<file path="config.mk">
export PLATFORM = sky130hd
export DESIGN_NAME = bpa_ctrl
export DESIGN_NICKNAME = d
export VERILOG_FILES = /design/src/hw/rtl/bpa_pkg.sv /design/src/hw/rtl/bpa_ctrl.sv
export SDC_FILE = /design/constraint.sdc
export NUM_CORES = 1
export LEC_CHECK = 0
export ABC_AREA = 1
export BUFFER_PORTS_ARGS = -buffer_cell sky130_fd_sc_hd__buf_4
export CORE_MARGIN = 8
export CORE_UTILIZATION = 58
export CTS_CLUSTER_SIZE = 40
export DETAILED_ROUTE_END_ITERATION = 8
export PLACE_DENSITY = 0.82
export SLEW_MARGIN = 10
export SYNTH_ARGS = -nofsm -noshare
export SYNTH_HDL_FRONTEND = slang
export SYNTH_SLANG_ARGS = --single-unit
</file>
<file path="constraint.sdc">
create_clock -name clk -period 5.5 [get_ports clk]
set_input_delay 1.1 -clock clk [delete_from_list [all_inputs] [get_ports clk]]
set_output_delay 1.1 -clock clk [all_outputs]
set_load 0.03 [all_outputs]
</file>
<file path="src/hw/rtl/bpa_pkg.sv">
package bpa_pkg;

  localparam int FRAME_COUNT = 512;
  localparam int TOP_ORDER   = 9;
  localparam int FRAME_W     = 9;
  localparam int CNT_W       = 10;
  localparam int ORD_W       = 4;
  localparam int CAP_RESET   = 250;

  typedef logic [FRAME_W-1:0] frame_t;
  typedef logic [CNT_W-1:0]   count_t;
  typedef logic [ORD_W-1:0]   order_t;

  localparam logic [1:0] FN_ALLOC  = 2'd0;
  localparam logic [1:0] FN_FREE   = 2'd1;
  localparam logic [1:0] FN_ACCESS = 2'd2;

  localparam logic [1:0] ST_DONE   = 2'd0;
  localparam logic [1:0] ST_NOBLK  = 2'd1;
  localparam logic [1:0] ST_FREEPG = 2'd2;

  localparam logic [1:0] MK_NONE   = 2'd0;
  localparam logic [1:0] MK_INACT  = 2'd1;
  localparam logic [1:0] MK_ACT    = 2'd2;

  typedef struct packed {
    logic       free;
    logic       head;
    order_t     order;
    logic [1:0] mark;
  } fword_t;

  typedef enum logic [4:0] {
    OP_NONE, OP_CLR, OP_LOAD, OP_ST1, OP_ST2, OP_SCAN_INIT, OP_SCAN, OP_GRANT,
    OP_SPLIT, OP_FILL, OP_RDPG, OP_RM_INIT, OP_RM_RD, OP_RM_NEXT, OP_RM_SRD,
    OP_RM_SWR, OP_RM_END, OP_REL_INIT, OP_REL_RD, OP_REL_M1, OP_REL_M2,
    OP_MARK, OP_PUSH, OP_TAIL_RD, OP_TAIL_TAKE, OP_OUT
  } op_t;

  typedef struct packed {
    op_t        op;
    logic       lsel;   // 0 inactive list, 1 active list
    logic       vsel;   // 0 request page, 1 list tail
    logic [1:0] mark;
  } cmd_t;

  typedef struct packed {
    logic       clr_last;
    logic [1:0] func;
    logic       too_big;
    logic       scan_end;
    logic       found;
    logic       split_done;
    logic       fill_last;
    logic       pg_free;
    logic [1:0] pg_mark;
    logic       rm_end;
    logic       rm_last;
    logic       rm_hit;
    logic       rel_end;
    logic       rel_merge;
    logic       i_over;
    logic       a_over;
    logic       out_free;
  } sts_t;

  function automatic order_t ord_of(input count_t cnt);
    order_t o;
    o = '0;
    for (int i = 0; i <= TOP_ORDER; i++) begin
      if ((count_t'(1) << i) < cnt) o = order_t'(i + 1);
    end
    return o;
  endfunction

endpackage

</file>
<file path="src/hw/rtl/bpa_ctrl.sv">
module bpa_ctrl (
  input  logic          clk,
  input  logic          rst_n,
  input  logic          in_valid,
  output logic          in_ready,
  input  bpa_pkg::sts_t sts,
  output bpa_pkg::cmd_t cmd
);

  typedef enum logic [25:0] {
    S_CLR    = 26'd1 << 0,  S_IDLE   = 26'd1 << 1,  S_DISP   = 26'd1 << 2,
    S_SCAN   = 26'd1 << 3,  S_AGR    = 26'd1 << 4,  S_SPLIT  = 26'd1 << 5,
    S_FILL   = 26'd1 << 6,  S_PCHK   = 26'd1 << 7,  S_RM_RD  = 26'd1 << 8,
    S_RM_CMP = 26'd1 << 9,  S_RM_SRD = 26'd1 << 10, S_RM_SWR = 26'd1 << 11,
    S_RELI   = 26'd1 << 12, S_REL_RD = 26'd1 << 13, S_REL_CHK = 26'd1 << 14,
    S_REL_M2 = 26'd1 << 15, S_MARK2  = 26'd1 << 16, S_PUSHA  = 26'd1 << 17,
    S_OVA    = 26'd1 << 18, S_TAILA  = 26'd1 << 19, S_MARKT  = 26'd1 << 20,
    S_PUSHT  = 26'd1 << 21, S_PUSHI  = 26'd1 << 22, S_OVI    = 26'd1 << 23,
    S_TAILI  = 26'd1 << 24, S_FIN    = 26'd1 << 25
  } state_t;

  state_t state_r, state_nxt;
  logic   vsel_r, vsel_nxt;

  always_ff @(posedge clk) begin
    if (!rst_n) begin
      state_r <= S_CLR;
      vsel_r  <= 1'b0;
    end else begin
      state_r <= state_nxt;
      vsel_r  <= vsel_nxt;
    end
  end

  assign in_ready = (state_r == S_IDLE);

  always_comb begin
    state_nxt = state_r;
    vsel_nxt  = vsel_r;
    cmd       = '{op: bpa_pkg::OP_NONE, lsel: 1'b0, vsel: 1'b0, mark: bpa_pkg::MK_NONE};
    unique case (state_r)
      S_CLR: begin
        cmd.op = bpa_pkg::OP_CLR;
        if (sts.clr_last) state_nxt = S_IDLE;
      end
      S_IDLE: begin
        if (in_valid) begin
          cmd.op = bpa_pkg::OP_LOAD;
          state_nxt = S_DISP;
        end
      end
      S_DISP: begin
        priority if (sts.func == bpa_pkg::FN_ALLOC) begin
          if (sts.too_big) begin
            cmd.op = bpa_pkg::OP_ST1; state_nxt = S_FIN;
          end else begin
            cmd.op = bpa_pkg::OP_SCAN_INIT; state_nxt = S_SCAN;
          end
        end else if (sts.func == bpa_pkg::FN_FREE || sts.func == bpa_pkg::FN_ACCESS) begin
          cmd.op = bpa_pkg::OP_RDPG; state_nxt = S_PCHK;
        end else begin
          state_nxt = S_FIN;
        end
      end
      S_SCAN: begin
        cmd.op = bpa_pkg::OP_SCAN;
        if (sts.scan_end) state_nxt = S_AGR;
      end
      S_AGR: begin
        if (sts.found) begin
          cmd.op = bpa_pkg::OP_GRANT; state_nxt = S_SPLIT;
        end else begin
          cmd.op = bpa_pkg::OP_ST1; state_nxt = S_FIN;
        end
      end
      S_SPLIT: begin
        if (sts.split_done) state_nxt = S_FILL;
        else cmd.op = bpa_pkg::OP_SPLIT;
      end
      S_FILL: begin
        cmd.op = bpa_pkg::OP_FILL;
        if (sts.fill_last) state_nxt = S_FIN;
      end
      S_PCHK: begin
        priority if (sts.pg_free) begin
          cmd.op = bpa_pkg::OP_ST2; state_nxt = S_FIN;
        end else if (sts.func == bpa_pkg::FN_FREE) begin
          vsel_nxt = 1'b0;
          priority if (sts.pg_mark == bpa_pkg::MK_INACT) begin
            cmd.op = bpa_pkg::OP_RM_INIT; state_nxt = S_RM_RD;
          end else if (sts.pg_mark == bpa_pkg::MK_ACT) begin
            cmd.op = bpa_pkg::OP_RM_INIT; cmd.lsel = 1'b1; state_nxt = S_RM_RD;
          end else begin
            state_nxt = S_RELI;
          end
        end else if (sts.pg_mark == bpa_pkg::MK_NONE) begin
          cmd.op = bpa_pkg::OP_MARK; cmd.mark = bpa_pkg::MK_INACT; state_nxt = S_PUSHI;
        end else if (sts.pg_mark == bpa_pkg::MK_INACT) begin
          cmd.op = bpa_pkg::OP_RM_INIT; state_nxt = S_RM_RD;
        end else begin
          state_nxt = S_FIN;
        end
      end
      S_RM_RD: begin
        if (sts.rm_end) begin
          state_nxt = (sts.func == bpa_pkg::FN_FREE) ? S_RELI : S_MARK2;
        end else begin
          cmd.op = bpa_pkg::OP_RM_RD; state_nxt = S_RM_CMP;
        end
      end
      S_RM_CMP: begin
        if (sts.rm_hit) state_nxt = S_RM_SRD;
        else begin
          cmd.op = bpa_pkg::OP_RM_NEXT; state_nxt = S_RM_RD;
        end
      end
      S_RM_SRD: begin
        if (sts.rm_last) begin
          cmd.op = bpa_pkg::OP_RM_END;
          state_nxt = (sts.func == bpa_pkg::FN_FREE) ? S_RELI : S_MARK2;
        end else begin
          cmd.op = bpa_pkg::OP_RM_SRD; state_nxt = S_RM_SWR;
        end
      end
      S_RM_SWR: begin
        cmd.op = bpa_pkg::OP_RM_SWR; state_nxt = S_RM_SRD;
      end
      S_RELI: begin
        cmd.op = bpa_pkg::OP_REL_INIT; cmd.vsel = vsel_r; state_nxt = S_REL_RD;
      end
      S_REL_RD: begin
        if (sts.rel_end) state_nxt = S_FIN;
        else begin
          cmd.op = bpa_pkg::OP_REL_RD; state_nxt = S_REL_CHK;
        end
      end
      S_REL_CHK: begin
        if (sts.rel_merge) begin
          cmd.op = bpa_pkg::OP_REL_M1; state_nxt = S_REL_M2;
        end else begin
          state_nxt = S_FIN;
        end
      end
      S_REL_M2: begin
        cmd.op = bpa_pkg::OP_REL_M2; state_nxt = S_REL_RD;
      end
      S_MARK2: begin
        cmd.op = bpa_pkg::OP_MARK; cmd.mark = bpa_pkg::MK_ACT; state_nxt = S_PUSHA;
      end
      S_PUSHA: begin
        cmd.op = bpa_pkg::OP_PUSH; cmd.lsel = 1'b1; state_nxt = S_OVA;
      end
      S_OVA: begin
        if (sts.a_over) begin
          cmd.op = bpa_pkg::OP_TAIL_RD; cmd.lsel = 1'b1; state_nxt = S_TAILA;
        end else begin
          state_nxt = S_FIN;
        end
      end
      S_TAILA: begin
        cmd.op = bpa_pkg::OP_TAIL_TAKE; cmd.lsel = 1'b1; state_nxt = S_MARKT;
      end
      S_MARKT: begin
        cmd.op = bpa_pkg::OP_MARK; cmd.vsel = 1'b1; cmd.mark = bpa_pkg::MK_INACT;
        state_nxt = S_PUSHT;
      end
      S_PUSHT: begin
        cmd.op = bpa_pkg::OP_PUSH; cmd.vsel = 1'b1; state_nxt = S_FIN;
      end
      S_PUSHI: begin
        cmd.op = bpa_pkg::OP_PUSH; state_nxt = S_OVI;
      end
      S_OVI: begin
        if (sts.i_over) begin
          cmd.op = bpa_pkg::OP_TAIL_RD; state_nxt = S_TAILI;
        end else begin
          state_nxt = S_FIN;
        end
      end
      S_TAILI: begin
        cmd.op = bpa_pkg::OP_TAIL_TAKE; vsel_nxt = 1'b1; state_nxt = S_RELI;
      end
      S_FIN: begin
        if (sts.out_free) begin
          cmd.op = bpa_pkg::OP_OUT; state_nxt = S_IDLE;
        end
      end
      default: state_nxt = S_CLR;
    endcase
  end

  a_out_free: assert property (@(posedge clk) disable iff (!rst_n)
    (cmd.op == bpa_pkg::OP_OUT) |-> sts.out_free)
    else $error("result loaded over a pending one");

endmodule

</file>
==> results.sh <==
export IMPL_outcome="completed"
export IMPL_worstPathRequired_ps=4400
export IMPL_grt_pass1_vias=2405
export IMPL_grt_overflow=0
export IMPL_synth_distinct_cells=30
export IMPL_whs_path_depth=2
export IMPL_crit_slowest_cell="nor3_4"
export IMPL_port_buffers=31
export IMPL_fp_coreArea_um2=3910
export IMPL_grt_max_degree=19
export IMPL_clk_latency_ps=280
export IMPL_place_congestion=0.966
export IMPL_antenna_found_initial=0
export IMPL_cts_tree="yes"
export IMPL_drc=0
export IMPL_hold_viol=0
export IMPL_synth_flop_cell="dfxtp_1"
export IMPL_num_vias=2539
export IMPL_drv_slew=0
export IMPL_synth_area_top_cells="dfxtp_1, nand2_1, nor2_1"
export IMPL_relSlewSlack_pct=52.1
export IMPL_power_density_nw_per_um2=199
export IMPL_synth_area_leader_cell="dfxtp_1"
export IMPL_grt_pass1_wl_um=10900
export IMPL_path_class="reg -> out"
export IMPL_drive_above_1_share_pct=16.0
export IMPL_crit_chain="nor2_1, nand2_2, nor3_4, buf_4, nand2_1, inv_1, nor2_1, and3_1, nand4_1, buf_4"
export IMPL_cp_start_kind="register"
export IMPL_cts_buffers=3
export IMPL_cts_buffer_depth=2
export IMPL_max_freq_ghz=0.271
export IMPL_diodes=0
export IMPL_rsz0062_at_grt="false"
export IMPL_clock_sinks=27
export IMPL_synthesis_nets=432
export IMPL_drt_pass1_iterations=6
export IMPL_r2r_setup_slack_ps=2940
export IMPL_die_area_um2=6280
export IMPL_hold_slack_ps=474
export IMPL_ant_nets=0
export IMPL_final_net_count=465
export IMPL_fin_crit_ps=3690
export IMPL_start_util_pct=59.3
export IMPL_synth_area_um2=2320
export IMPL_reg2regPathDepth=12
export IMPL_p_leak_uw=0.00141
export IMPL_final_common_cell="nand2_1"
export IMPL_io_pin_count=32
export IMPL_cts_root_buf="clkbuf_8"
export IMPL_vias_per_cell=5.21
export IMPL_worstMarginPinSlew_ps=717
export IMPL_hold_path_class="reg -> reg"
export IMPL_cpPeakStageDelay_ps=570
export IMPL_cts_hold_buffers=0
export IMPL_ys_async_sr_fraction_pct=0
export IMPL_cts_resized=0
export IMPL_grt_util_all_layers_pct=21.8
export IMPL_clk_pin_slew_ps=100
export IMPL_fp_dieW_um=79.3
export IMPL_critPathArrivalTime_ps=2590
export IMPL_nFillCells=394
export IMPL_avgSynthCellArea_um2=5.73
export IMPL_rows=23
export IMPL_yosysTopAreaCellShare_pct=23.3
export IMPL_synth_cells=405
export IMPL_routed_wl_um=6700
export IMPL_maxCapViolCount=0
export IMPL_area_growth_pct=13.6
export IMPL_synth_warnings=0
export IMPL_ir_drop_uv=113
export IMPL_yosysSeqAreaShare_pct=23.3
export IMPL_synth_edf_count=0
export IMPL_clock_skew_ps=4.05
export IMPL_final_cell_mix="nand2_1, nor2_1, inv_1"
export IMPL_endpoint_kind="primary output"
export IMPL_post_cts_buffers=0
export IMPL_setup_violations_final=0
export IMPL_fin_setup_tns_ps=0
export IMPL_drt_iter0_markers=248
export IMPL_fin_crit_sh_pct=67.0
export IMPL_ys_seq_elements=27
export IMPL_wl_per_cell_um=13.7
export IMPL_hpwl_um=5460
export IMPL_path_max_fanout=18
export IMPL_die_h_um=79.3
export IMPL_htreeDepth=1
==> sequential cells by signal (all words and copies together) (netlist names) <==
| register | count |
|---|---|
| state_r | 26 |
| vsel_r | 1 |
==> Yosys cell counts, types with 2 or more instances <==
cell type,count
o21ai_0,4
and3_1,2
nor2_2,2
a21oi_1,6
nand2_1,104
nor2_1,98
nand2_2,9
or2_2,3
nand4_1,10
nor2_4,13
nand3_1,37
ha_1,5
inv_2,2
dfxtp_1,27
inv_1,62
nor3_1,6
nand3b_1,2
==> where the power goes <==
group          leakage, uW  switching, uW  total [uW]  internal, uW
Clock            0.0000217           70.0         122          51.7
Sequential        0.000218           3.73         205           201
Combinational      0.00117            138         199          60.7
==> final timing paths <==
check	from	end
worst max-delay path	state_r[16]	cmd[5]
worst min-delay path	vsel_r	vsel_r
worst max register to register	state_r[16]	state_r[7]
worst min register to register	vsel_r	vsel_r
==> worst max-delay path: cells and delay by family (launching register included) <==
family                 cells  cell delay (ps)
flip-flops                 1              330
buffers and inverters      3              590
AND/OR/NAND/NOR            7             1370
==> cells by family (layout without fill, tap and decap cells) <==
| logic type | after synthesis | after routing | synth area share [%] |
|---|---|---|---|
| buffers and inverters | 69 | 101 | 12.2 |
| adder cells (fa/ha/maj) | 5 | 5 | 2.70 |
| flip-flops | 27 | 27 | 23.3 |
| AND/OR/NAND/NOR | 291 | 291 | 58.8 |
| AO/OA/AOI/OAI | 13 | 13 | 3.07 |
==> per-layer routing <==
layer | GRT usage, % | up-vias | wire length [um]
met2 | 36.8 | 113 | 3110
met3 | 4.51 | 11 | 544
met1 | 26.8 | 1105 | 2910
met5 | 0 | - | 0
li1 | - | 1310 | -
met4 | 7.22 | 0 | 131
==> layout make-up <==
cell class	count	area, um2	share of cell area [%]
tap	50	62.6	2.37
sequential	27	541	20.5
timing repair buffer	33	248	9.39
multi-input combinational	309	1500	56.8
inverter	64	240	9.11
clock inverter	1	7.51	0.285
clock buffer	3	41.3	1.57
==> stage by stage <==
stage | total power [uW] | area [um2] | cells | worst slack [ps] | util (%)
6_report | 525 | 2640 | 487 | 1810 | 67.4
5_1_grt | 553 | 2640 | 487 | 1650 | 67.4
4_1_cts | 523 | 2640 | 487 | 1870 | 67.4
2_1_floorplan | 356 | 2320 | 405 | 2200 | -
3_3_place_gp | 402 | 2590 | 483 | 2090 | 66.1
3_5_place_dp | 403 | 2590 | 483 | 2040 | 66.1
No activity file was read; power rests on OpenSTA's default activity.
